**config.mk**
```make
export PLATFORM = sky130hd
export DESIGN_NAME = pin_sample_hex_dump_monitor_core
export DESIGN_NICKNAME = d
export VERILOG_FILES = /design/src/hw/rtl/pshd_pkg.sv /design/src/hw/rtl/pshd_front.sv /design/src/hw/rtl/pshd_cmd_fifo.sv /design/src/hw/rtl/pshd_back.sv /design/src/hw/rtl/pin_sample_hex_dump_monitor_core.sv
export SDC_FILE = /design/constraint.sdc
export NUM_CORES = 1
export LEC_CHECK = 0
export BUFFER_PORTS_ARGS = -buffer_cell sky130_fd_sc_hd__buf_4
export CAP_MARGIN = 20
export CORE_ASPECT_RATIO = 0.6
export CORE_UTILIZATION = 55
export DETAILED_ROUTE_END_ITERATION = 12
export PLACE_DENSITY = 0.72
export SYNTH_ARGS = -nofsm -noshare
export SYNTH_HDL_FRONTEND = slang
export SYNTH_SLANG_ARGS = --single-unit
```
**constraint.sdc**
```tcl
create_clock -name clk -period 6.6 [get_ports clk]
set_input_delay 1.32 -clock clk [delete_from_list [all_inputs] [get_ports clk]]
set_output_delay 1.32 -clock clk [all_outputs]
set_load 0.01 [all_outputs]
```
**src/hw/rtl/pshd_pkg.sv**
```systemverilog
`timescale 1ns / 1ps
// Shared types, constants and helpers for the pin sample hex dump monitor.
package pshd_pkg;

	localparam int BYTE_W      = 8;
	localparam int CHAR_W      = 7;
	localparam int COUNT_W     = 9;
	localparam int BITPOS_W    = 3;
	localparam int CMD_DEPTH   = 4;

	localparam logic [BYTE_W-1:0]   ROW_LENGTH_RST  = 8'd32;
	localparam logic [BYTE_W-1:0]   MAX_REPEATS_RST = 8'd8;
	localparam logic [BITPOS_W-1:0] BITPOS_FIRST    = 3'd7;

	localparam logic [CHAR_W-1:0] CHAR_ZERO    = 7'h30;
	localparam logic [CHAR_W-1:0] CHAR_A_BIAS  = 7'h37;  // 'A' - 10
	localparam logic [CHAR_W-1:0] CHAR_SPACE   = 7'h20;
	localparam logic [CHAR_W-1:0] CHAR_NEWLINE = 7'h0a;
	localparam logic [CHAR_W-1:0] CHAR_DOT     = 7'h2e;

	typedef enum logic {
		REG_ROW_LENGTH  = 1'b0,
		REG_MAX_REPEATS = 1'b1
	} reg_index_t;

	typedef enum logic [1:0] {
		CMD_HEX      = 2'd0,
		CMD_HEX_NL   = 2'd1,
		CMD_ELLIPSIS = 2'd2
	} cmd_kind_t;

	typedef struct packed {
		cmd_kind_t         kind;
		logic [BYTE_W-1:0] data;
	} cmd_t;

	function automatic logic [CHAR_W-1:0] hex_char(input logic [3:0] nib);
		logic [CHAR_W-1:0] wide;
		wide = {3'b000, nib};
		if (nib < 4'd10) begin
			hex_char = CHAR_ZERO + wide;
		end else begin
			hex_char = CHAR_A_BIAS + wide;
		end
	endfunction

endpackage

```
**src/hw/rtl/pshd_front.sv**
```systemverilog
`timescale 1ns / 1ps
// Front end: byte assembly, run tracking, row counting, command generation.
module pshd_front (
	input  logic                        clk,
	input  logic                        arst_n,
	input  logic                        accept,
	input  logic                        pin_level,
	input  logic                        wr_en,
	input  logic                        wr_index,
	input  logic [pshd_pkg::BYTE_W-1:0] wr_data,
	output logic                        cmd_push,
	output pshd_pkg::cmd_t              cmd
);

	logic [pshd_pkg::BYTE_W-1:0]   row_length_q;
	logic [pshd_pkg::BYTE_W-1:0]   max_repeats_q;
	logic [pshd_pkg::BYTE_W-1:0]   shift_byte_q;
	logic [pshd_pkg::BITPOS_W-1:0] bit_position_q;
	logic [pshd_pkg::BYTE_W-1:0]   row_left_q;
	logic [pshd_pkg::BYTE_W-1:0]   previous_byte_q;
	logic [pshd_pkg::COUNT_W-1:0]  repeat_count_q;

	logic [pshd_pkg::BYTE_W-1:0]  done_byte;
	logic                         byte_done;
	logic [pshd_pkg::COUNT_W-1:0] limit;
	logic [pshd_pkg::COUNT_W-1:0] count_next;
	logic [pshd_pkg::BYTE_W-1:0]  row_dec;
	logic                         show_hex;
	logic                         show_dots;

	assign byte_done = accept && (bit_position_q == '0);
	assign done_byte = shift_byte_q | {{(pshd_pkg::BYTE_W-1){1'b0}}, pin_level};
	assign limit     = {1'b0, max_repeats_q};
	assign row_dec   = row_left_q - 8'd1;

	always_comb begin
		if (done_byte == previous_byte_q) begin
			// count saturates one past the limit, also when the limit was lowered
			if (repeat_count_q <= limit) begin
				count_next = repeat_count_q + 9'd1;
			end else begin
				count_next = limit + 9'd1;
			end
		end else begin
			count_next = '0;
		end
	end

	assign show_hex  = count_next < limit;
	assign show_dots = count_next == limit;

	always_comb begin
		cmd_push = byte_done && (show_hex || show_dots);
		cmd.data = done_byte;
		if (show_dots) begin
			cmd.kind = pshd_pkg::CMD_ELLIPSIS;
		end else if (row_dec == '0) begin
			cmd.kind = pshd_pkg::CMD_HEX_NL;
		end else begin
			cmd.kind = pshd_pkg::CMD_HEX;
		end
	end

	always_ff @(posedge clk or negedge arst_n) begin
		if (!arst_n) begin
			row_length_q    <= pshd_pkg::ROW_LENGTH_RST;
			max_repeats_q   <= pshd_pkg::MAX_REPEATS_RST;
			shift_byte_q    <= '0;
			bit_position_q  <= pshd_pkg::BITPOS_FIRST;
			row_left_q      <= pshd_pkg::ROW_LENGTH_RST;
			previous_byte_q <= '0;
			repeat_count_q  <= '0;
		end else begin
			if (wr_en) begin
				case (wr_index)
					pshd_pkg::REG_ROW_LENGTH: begin
						row_length_q <= wr_data;
						row_left_q   <= wr_data;
					end
					pshd_pkg::REG_MAX_REPEATS: begin
						max_repeats_q <= wr_data;
					end
					default: begin
					end
				endcase
			end
			if (accept) begin
				if (bit_position_q != '0) begin
					shift_byte_q   <= shift_byte_q |
						(pshd_pkg::BYTE_W'(pin_level) << bit_position_q);
					bit_position_q <= bit_position_q - 3'd1;
				end else begin
					shift_byte_q    <= '0;
					bit_position_q  <= pshd_pkg::BITPOS_FIRST;
					previous_byte_q <= done_byte;
					repeat_count_q  <= count_next;
					if (show_hex) begin
						row_left_q <= (row_dec == '0) ? row_length_q : row_dec;
					end
				end
			end
		end
	end

endmodule

```
**src/hw/rtl/pshd_cmd_fifo.sv**
```systemverilog
`timescale 1ns / 1ps
// Short command queue between the front and back ends (depth of 2 or more).
module pshd_cmd_fifo #(
	parameter int DEPTH = pshd_pkg::CMD_DEPTH
) (
	input  logic           clk,
	input  logic           arst_n,
	input  logic           push,
	input  pshd_pkg::cmd_t push_cmd,
	input  logic           pop,
	output logic           full,
	output logic           nonempty,
	output pshd_pkg::cmd_t head
);

	localparam int PTR_W = (DEPTH > 1) ? $clog2(DEPTH) : 1;
	localparam int CNT_W = $clog2(DEPTH + 1);
	localparam logic [PTR_W-1:0] PTR_LAST = PTR_W'(DEPTH - 1);
	localparam logic [PTR_W-1:0] PTR_ONE  = PTR_W'(1);
	localparam logic [CNT_W-1:0] CNT_FULL = CNT_W'(DEPTH);
	localparam logic [CNT_W-1:0] CNT_ONE  = CNT_W'(1);

	pshd_pkg::cmd_t   mem_q [DEPTH];
	logic [PTR_W-1:0] wr_ptr_q;
	logic [PTR_W-1:0] rd_ptr_q;
	logic [CNT_W-1:0] count_q;

	assign full     = count_q == CNT_FULL;
	assign nonempty = count_q != '0;
	assign head     = mem_q[rd_ptr_q];

	always_ff @(posedge clk) begin
		if (push) begin
			mem_q[wr_ptr_q] <= push_cmd;
		end
	end

	always_ff @(posedge clk or negedge arst_n) begin
		if (!arst_n) begin
			wr_ptr_q <= '0;
			rd_ptr_q <= '0;
			count_q  <= '0;
		end else begin
			if (push) begin
				wr_ptr_q <= (wr_ptr_q == PTR_LAST) ? '0 : wr_ptr_q + PTR_ONE;
			end
			if (pop) begin
				rd_ptr_q <= (rd_ptr_q == PTR_LAST) ? '0 : rd_ptr_q + PTR_ONE;
			end
			case ({push, pop})
				2'b10:   count_q <= count_q + CNT_ONE;
				2'b01:   count_q <= count_q - CNT_ONE;
				default: count_q <= count_q;
			endcase
		end
	end

endmodule

```
**src/hw/rtl/pshd_back.sv**
```systemverilog
`timescale 1ns / 1ps
// Back end: expands one command into its characters, one beat per cycle while pop keeps up.
module pshd_back (
	input  logic                        clk,
	input  logic                        arst_n,
	input  logic                        cmd_valid,
	input  pshd_pkg::cmd_t              cmd,
	output logic                        cmd_pop,
	input  logic                        pop,
	output logic                        empty,
	output logic [pshd_pkg::CHAR_W-1:0] text_char,
	output logic                        last_of_run
);

	logic [1:0]                  idx_q;
	logic                        out_valid_q;
	logic [pshd_pkg::CHAR_W-1:0] char_q;
	logic                        last_q;

	logic                        emit;
	logic                        is_last;
	logic [pshd_pkg::CHAR_W-1:0] char_next;

	assign emit    = cmd_valid && (!out_valid_q || pop);
	assign is_last = (cmd.kind == pshd_pkg::CMD_HEX) ? (idx_q == 2'd2) : (idx_q == 2'd3);
	assign cmd_pop = emit && is_last;

	always_comb begin
		if (cmd.kind == pshd_pkg::CMD_ELLIPSIS) begin
			char_next = (idx_q == 2'd3) ? pshd_pkg::CHAR_SPACE : pshd_pkg::CHAR_DOT;
		end else begin
			case (idx_q)
				2'd0:    char_next = pshd_pkg::hex_char(cmd.data[7:4]);
				2'd1:    char_next = pshd_pkg::hex_char(cmd.data[3:0]);
				2'd2:    char_next = pshd_pkg::CHAR_SPACE;
				default: char_next = pshd_pkg::CHAR_NEWLINE;
			endcase
		end
	end

	always_ff @(posedge clk) begin
		if (emit) begin
			char_q <= char_next;
			last_q <= is_last;
		end
	end

	always_ff @(posedge clk or negedge arst_n) begin
		if (!arst_n) begin
			idx_q       <= '0;
			out_valid_q <= 1'b0;
		end else begin
			if (emit) begin
				idx_q       <= is_last ? 2'd0 : idx_q + 2'd1;
				out_valid_q <= 1'b1;
			end else if (pop) begin
				out_valid_q <= 1'b0;
			end
		end
	end

	assign empty       = !out_valid_q;
	assign text_char   = char_q;
	assign last_of_run = last_q;

endmodule

```
**src/hw/rtl/pin_sample_hex_dump_monitor_core.sv**
```systemverilog
`timescale 1ns / 1ps
// Top level of the pin sample hex dump monitor.
//
// One pin sample is taken per cycle (push while full is low). Every eighth
// sample completes a byte, first sample in bit 7, and yields zero to four
// characters: two hex digits and a space, plus a newline at row end, or
// "... " once a run of identical bytes reaches max_repeats; the rest of the
// run is silent. The front end turns each byte that yields characters into
// one command in a CMD_DEPTH-entry queue (default 4, at least 2); the back
// end drains it at one character per cycle while pop stays high, into an
// output register, so full only rises when the result side stalls for long.
// Each character is one beat on the result side; last_of_run marks the
// final character of a byte. Write row_length and max_repeats only while
// idle; writing row_length also restarts the current row.
module pin_sample_hex_dump_monitor_core #(
	parameter int CMD_DEPTH = pshd_pkg::CMD_DEPTH
) (
	input  logic                        clk,
	input  logic                        arst_n,
	input  logic                        push,
	output logic                        full,
	input  logic                        pin_level,
	output logic                        empty,
	input  logic                        pop,
	output logic [pshd_pkg::CHAR_W-1:0] text_char,
	output logic                        last_of_run,
	input  logic                        wr_en,
	input  logic                        wr_index,
	input  logic [pshd_pkg::BYTE_W-1:0] wr_data
);

	logic           accept;
	logic           cmd_push;
	pshd_pkg::cmd_t cmd_in;
	logic           cmd_pop;
	logic           cmd_valid;
	pshd_pkg::cmd_t cmd_head;

	assign accept = push && !full;

	pshd_front u_front (
		.clk       (clk),
		.arst_n    (arst_n),
		.accept    (accept),
		.pin_level (pin_level),
		.wr_en     (wr_en),
		.wr_index  (wr_index),
		.wr_data   (wr_data),
		.cmd_push  (cmd_push),
		.cmd       (cmd_in)
	);

	pshd_cmd_fifo #(
		.DEPTH (CMD_DEPTH)
	) u_fifo (
		.clk      (clk),
		.arst_n   (arst_n),
		.push     (cmd_push),
		.push_cmd (cmd_in),
		.pop      (cmd_pop),
		.full     (full),
		.nonempty (cmd_valid),
		.head     (cmd_head)
	);

	pshd_back u_back (
		.clk         (clk),
		.arst_n      (arst_n),
		.cmd_valid   (cmd_valid),
		.cmd         (cmd_head),
		.cmd_pop     (cmd_pop),
		.pop         (pop),
		.empty       (empty),
		.text_char   (text_char),
		.last_of_run (last_of_run)
	);

endmodule

```
======== Yosys cells after proc, flatten, opt, wreduce, memory -nomap -nowiden ========
Memory sizes are Yosys's and may differ from the RTL's.
Index checks and enable logic that the tools add are counted.
operators by class
  add/subtract/negate cells ............... 13
  shift-type cells ........................ 1
  equality and inequality tests ........... 11
  $lt $le $gt $ge ......................... 4
  bitwise operators ....................... 4
  muxes and demuxes ....................... 26
  reduce and logical (&&, ||, !) cells .... 20
operators with widths
  cell                   count
  $mux W8                7
  $add A6 B4 Y7 const A  4
  $mux W7                3
  $pmux W7 S3            1
  $mux W9                2
  $eq A2 B2 Y1 const B   6
  $add A8 B1 Y9 const B  1
  $add A9 B1 Y9 const B  1
  $eq A9 B8 Y1           1
  $le A9 B8 Y1           1
  $lt A9 B8 Y1           1
  $eq A8 B8 Y1           1
  $logic_not A8 Y1       1
  $lt A4 B4 Y1 const B   2
  $mux W2                4
  $or A8 B1 Y8           1
  $or A8 B8 Y8           1
  $shl A1 B3 Y8          1
  $sub A8 B1 Y8 const B  1
  $add A2 B1 Y2 const B  3
  $mux W1                6
  $pmux W3 S2            1
  $reduce_and A2 Y1      3
  $reduce_bool A3 Y1     2
  other kinds (13)       24
storage, ports and cells
  word-level logic and storage cells ...... 94
  input port bits ......................... 15
  RAM bits ................................ 40
  memories ................................ 1
  bits in registers ....................... 70
memory list
  name          depth  width  read ports  clocked after Yosys merged registers in  wr ports  RTL line             RTL
  u_fifo.mem_q  4      10     1           0                                        1         pshd_cmd_fifo.sv:23  pshd_pkg::cmd_t mem_q [DEPTH];

======== Depth between registers and ports, before layout ========
  word-level depth ........................ 8
  depth in mapped cells ................... 28
  gate-level depth less buffers ........... 25

======== Modules after synthesis ========
A second synthesis with hierarchy kept.
unflattened totals
  cell total of the unflattened synthesis .. 517
  area, all modules ....................... 5893.2 um2
by module, submodules not included
  module                            area each (um2)  instances  cells an instance
  pshd_front                        3298.2           1          353
  pshd_cmd_fifo                     1858.0           1          87
  pshd_back                         723.2            1          76
  pin_sample_hex_dump_monitor_core  13.8             1          1

======== Least setup slack after synthesis ========
Ideal clock, no wire load.
  path kind ............................... reg2reg
  from .................................... register u_front.max_repeats_q[3] in the netlist's numbering
  to ...................................... register u_fifo.count_q[1]
  stages on the path, launching flop included .. 25
  library setup time ...................... 0.083 ns
  arrival time ............................ 5.108 ns
  setup slack ............................. 1.410 ns
  buffers on the path ..................... 3
  path through ............................ dfstp_2 inv_1 ha_1 nand4_1 or3b_1 o211ai_4 buf_6 buf_4 nand2_1 o21ai_0 ha_1 clkbuf_1 mux4_2 a2111oi_2 ha_1 o21ai_0 a21oi_1 o41ai_1 nand2_1 a21oi_4 inv_1 ha_1 inv_1 fa_1 o21ai_0
on the way
  word-level cells in the longest chain between the ends .. 8
  elaborated cells between the ends (all ways) .. 12
  those cells by class .................... 1 x add/sub; 2 x order compare; 3 x eq/ne; 3 x mux; 3 x reduce/logical
RTL lines
  what                                               RTL line                            RTL
  from (decl)                                        pshd_front.sv:16                    logic [pshd_pkg::BYTE_W-1:0] max_repeats_q;
  from (signal assigned)                             pshd_front.sv:67                    max_repeats_q <= pshd_pkg::MAX_REPEATS_RST;
  from (signal assigned)                             pshd_front.sv:81                    max_repeats_q <= wr_data;
  $add A8 B1 Y9 or $le A9 B8 Y1 (tied branches)      pshd_front.sv:42, pshd_front.sv:39
  $mux W9 *                                          pshd_front.sv:39                    if (repeat_count_q <= limit) begin
  $mux W9 *                                          pshd_front.sv:37                    if (done_byte == previous_byte_q) begin
  via u_front.count_next (one bit)                   pshd_front.sv:26                    logic [pshd_pkg::COUNT_W-1:0] count_next;
  $lt A9 B8 Y1 or $eq A9 B8 Y1 (tied branches)       pshd_front.sv:49, pshd_front.sv:50
  $logic_or A1 B1 Y1 *                               pshd_front.sv:53                    cmd_push = byte_done && (show_hex || show_dots);
  $logic_and A1 B1 Y1 *                              pshd_front.sv:53
  $eq A2 B1 Y1 or $eq A2 B2 Y1 (tied branches)       pshd_cmd_fifo.sv:50                 case ({push, pop})
  $pmux W3 S2 or $reduce_bool A2 Y1 (tied branches)  -
  to (signal assigned)                               pshd_cmd_fifo.sv:51                 2'b10: count_q <= count_q + CNT_ONE;
  to (signal assigned)                               pshd_cmd_fifo.sv:52                 2'b01: count_q <= count_q - CNT_ONE;
  to (signal assigned)                               pshd_cmd_fifo.sv:53                 default: count_q <= count_q;
  to (decl)                                          pshd_cmd_fifo.sv:26                 logic [CNT_W-1:0] count_q;
Mark *: on every way through the listed nets, which the timed path passes. The rest lies on a longest branch.
A chain may end at the register's enable or synchronous reset.

======== Worst setup path after layout ========
  from .................................... register u_front.max_repeats_q[3] in the netlist's numbering
  to ...................................... register u_fifo.count_q[2]
Same word-level chain as after synthesis.

==> metrics.txt <==
Final Util=0.6201; critical path, cell by cell=inv_1 > ha_1 > nand4_1 > or3b_1 > o211ai_4 > buf_4 > mux2_2 > ha_1 > mux4_2 > a2111oi_2 > ha_1 > o21ai_0 > a21oi_1 > o41ai_1 > nand2_1 > a21oi_4 > inv_1 > ha_1 > inv_1 > fa_1 > xor2_1 > nor2_1 > xor2_1; Mapped Area=0.006007 mm^2; status=completed; Tightest Pin Transition=1.070 ns; via count=4,277; delay-heaviest family, CP=adder cells; ant diodes=0; routed len/inst=18.22 um; first-pass GRT wire length=21,230 um; pin count of the biggest net entering global routing=63; Max VDD drop=0.2324 mV; Sink Count=110; most used cell, CP=ha_1; Initial DRC Count=441; Worst Path Buf+Inv=4; total congestion overflow=0; final wirelength=13,100 um; fin crit share=0.8624; Synth warnings=0; slowest stage cell on the critical path=dfstp_2; critical path endpoint category=flip-flop; max-cap violation count=0; Detail Route Antenna Nets=0; FP Rows=29; maximum buffer depth of the clock tree=2; GPL Wtd Cong=0.8678; first-pass iteration count of the detailed router=5; slew margin rel.=0.2851; Syn Area/Cell=10.88 um^2; CTS tree=yes; layout cells sized above 1=0.1552; Layout Nets=624; number of enable flip-flop cells after synthesis=48; TritonCTS buffer count=9; Setup Buffers After CTS=0; Post-Syn Instances=552; CP peak stage delay=0.58 ns; leakage power=2.763 nW; register area share after synthesis=0.4995; CTS root buffer=clkbuf_16; Synth cell types=67; vias in the first global route=3,968; post-cts resize count=0; worst-skew pair later-pin latency=0.35 ns; DIE AREA=0.01136 mm^2; hold_buf cts=0; post-route setup TNS=0 ns; worst path required time=6.85 ns; Finish-stage setup viols=0; Total GRT Usage=0.2492; core box area=0.01060 mm^2; Die X=136.9 um; Port Buffers=24; Slew Limit Fails=0; crit path kind=reg2reg; HP Class=reg2reg; Remaining DRCs=0; Synthesized Nets=601; top_reg_cell synth=dfrtp_1; RSZ-0062 raised after global routing=false; Max Fclk=175.7 MHz; startpoint types=flip-flop; initial antenna violation count=0; total power density per cell area=425.0 mW/mm^2; clock-pin slew on the worst setup and hold paths=0.08 ns; crit path DAT=5.94 ns; Initial Util=0.5670; Die Span Y=82.95 um; Async S/R FF share, synth=0.5636; H-tree depth=3; hpwl dp=9603 um; Worst Path Max Fanout=26; Period minus WS final=5.692 ns; Yosys reg bits=110; final hold vios=0; Layout area overhead=9.373%; via-per-instance ratio=5.949; I/O pin count=25; Fin Clk Skew=0.007834 ns
==> cells in the final DEF, fill, tap and decap left out, types with 6 or more instances in the layout <==
master	netlist	routed
or3_1	7	7
mux2_2	13	13
xor2_1	6	6
dfstp_2	6	6
dfrtp_1	56	56
mux4_2	11	11
edfxtp_1	48	48
a21oi_1	28	28
ha_1	33	33
clkbuf_16	0	9
xnor2_1	15	15
nand2b_1	7	7
nand3_1	14	14
and3_1	7	7
inv_1	38	38
nand2_1	90	90
buf_4	1	27
nor2_1	38	38
o21ai_0	25	25
and2_1	6	6
==> layer usage <==
| layer | wire length [um] | GRT usage | vias to the layer above |
|---|---|---|---|
| li1 | - | - | 2024 |
| met1 | 6606 | 0.4179 | 2067 |
| met2 | 5363 | 0.3232 | 173 |
| met3 | 1019 | 0.05006 | 13 |
| met4 | 112 | 0.05994 | 0 |
| met5 | 0 | 0 | - |
==> per-stage QoR <==
step                worst slack (ns)  hold slack (ns)  total power, W  instance area [um^2]  instances
CTS                           0.9751           0.4742        0.002787                  6570        719
floorplan                      1.410           0.4393        0.001953                  6007        552
global placement               1.174           0.4565        0.002204                  6295        703
detailed placement            0.9741           0.4613        0.002269                  6295        703
global route                  0.6650           0.5076        0.002970                  6570        719
finish                        0.9079           0.4734        0.002793                  6570        719
==> flip-flops by register name, indices dropped and copies added, names as in the netlist <==
| name | flops |
|---|---|
| u_back.idx_q | 2 |
| u_fifo.mem_q | 40 |
| u_back.last_of_run | 1 |
| u_front.previous_byte_q | 8 |
| u_front.bit_position_q | 3 |
| u_front.max_repeats_q | 8 |
| u_front.row_length_q | 8 |
| u_back.out_valid_q | 1 |
| u_fifo.wr_ptr_q | 2 |
| u_fifo.count_q | 3 |
| u_front.shift_byte_q | 8 |
| u_back.text_char | 7 |
| u_fifo.rd_ptr_q | 2 |
| u_front.repeat_count_q | 9 |
| u_front.row_left_q | 8 |
==> Yosys cell counts (2+ instances only) <==
master	number	area (um^2)
buf_6	3	33.78
edfxtp_1	48	1441
or3b_1	3	26.28
nand4_1	4	25.02
o31ai_1	3	22.52
o21ai_0	25	125.1
or2_2	2	12.51
inv_1	38	142.6
o31a_1	2	17.52
o21ai_1	2	10.01
nor3b_1	2	15.01
buf_2	5	25.02
a22o_1	2	17.52
a21o_1	2	15.01
o311a_1	3	30.03
dfrtp_1	56	1401
mux2_4	3	45.04
a31oi_1	3	18.77
xnor2_1	15	131.4
nand3_1	14	70.07
xor2_1	6	52.55
a41oi_1	5	43.79
ha_1	33	412.9
and2_1	6	37.54
dfstp_2	6	157.7
mux4_2	11	247.7
o211ai_1	4	30.03
nor3_1	4	20.02
nor2_1	38	142.6
and3_1	7	43.79
a21oi_1	28	140.1
or3_1	7	43.79
nand2_1	90	337.8
clkbuf_1	6	22.52
nand2b_1	7	43.79
nor2b_1	3	18.77
mux2_2	13	146.4
o21a_1	2	15.01
nor3_2	2	20.02
a22oi_1	3	22.52
a211oi_1	5	37.54
mux2i_1	3	30.03
nor4_1	3	18.77
a211o_1	2	17.52
==> cell type report <==
type,count,area [um^2]
well taps,139,173.9
clock inverters,6,46.29
clock buffers,10,229.0
multi-input cells,389,2775
repair buffers,27,202.7
flip-flops and latches,110,3000
inverters,38,142.6
fillers,871,4025
==> final timing paths <==
| kind | from | endpoint | slack (ns) | cells past startpoint |
|---|---|---|---|---|
| setup / recovery | u_front.max_repeats_q[3]$_DFFE_PN1P_ | u_fifo.count_q[2]$_DFFE_PN0P_ | 0.91 | 23 |
| hold / removal | u_front.row_length_q[5]$_DFFE_PN1P_ | u_front.row_length_q[5]$_DFFE_PN1P_ | 0.47 | 2 |
| setup reg to reg | u_front.max_repeats_q[3]$_DFFE_PN1P_ | u_fifo.count_q[2]$_DFFE_PN0P_ | 0.91 | 23 |
| hold reg to reg | u_front.row_length_q[5]$_DFFE_PN1P_ | u_front.row_length_q[5]$_DFFE_PN1P_ | 0.47 | 2 |
| max in group asynchronous | arst_n | u_front.row_length_q[4]$_DFFE_PN0P_ | 5.01 | 1 |
| min in group asynchronous | arst_n | u_front.previous_byte_q[0]$_DFFE_PN0P_ | 1.06 | 1 |
==> worst register-to-register path, cell delays in order (launching register included) <==
cell	delay (ns)
dfstp_2	0.58
inv_1	0.08
ha_1	0.29
nand4_1	0.11
or3b_1	0.42
o211ai_4	0.10
buf_4	0.30
mux2_2	0.39
ha_1	0.31
mux4_2	0.48
a2111oi_2	0.36
ha_1	0.32
o21ai_0	0.17
a21oi_1	0.09
o41ai_1	0.08
nand2_1	0.23
a21oi_4	0.30
inv_1	0.08
ha_1	0.23
inv_1	0.08
fa_1	0.19
xor2_1	0.19
nor2_1	0.07
xor2_1	0.14
==> cell families (layout without fill, tap and decap cells) <==
group                    after synthesis  in the layout  synth area share
flip-flops                           110            110            0.4995
AO/OA/AOI/OAI                        104            104            0.1181
AND/OR/NAND/NOR                      200            200            0.1631
adder cells (fa/ha/maj)               34             34           0.07207
buffers and inverters                 53             81           0.03853
multiplexers                          30             30           0.07811
XOR/XNOR                              21             21           0.03062
==> power breakdown <==
part	switching (W)	internal, W	total (W)
clock network	0.000257	0.000260	0.000517
logic	0.000624	0.000484	0.00111
registers	0.000234	0.000934	0.00117
No activity file was read; power rests on OpenSTA's default activity.
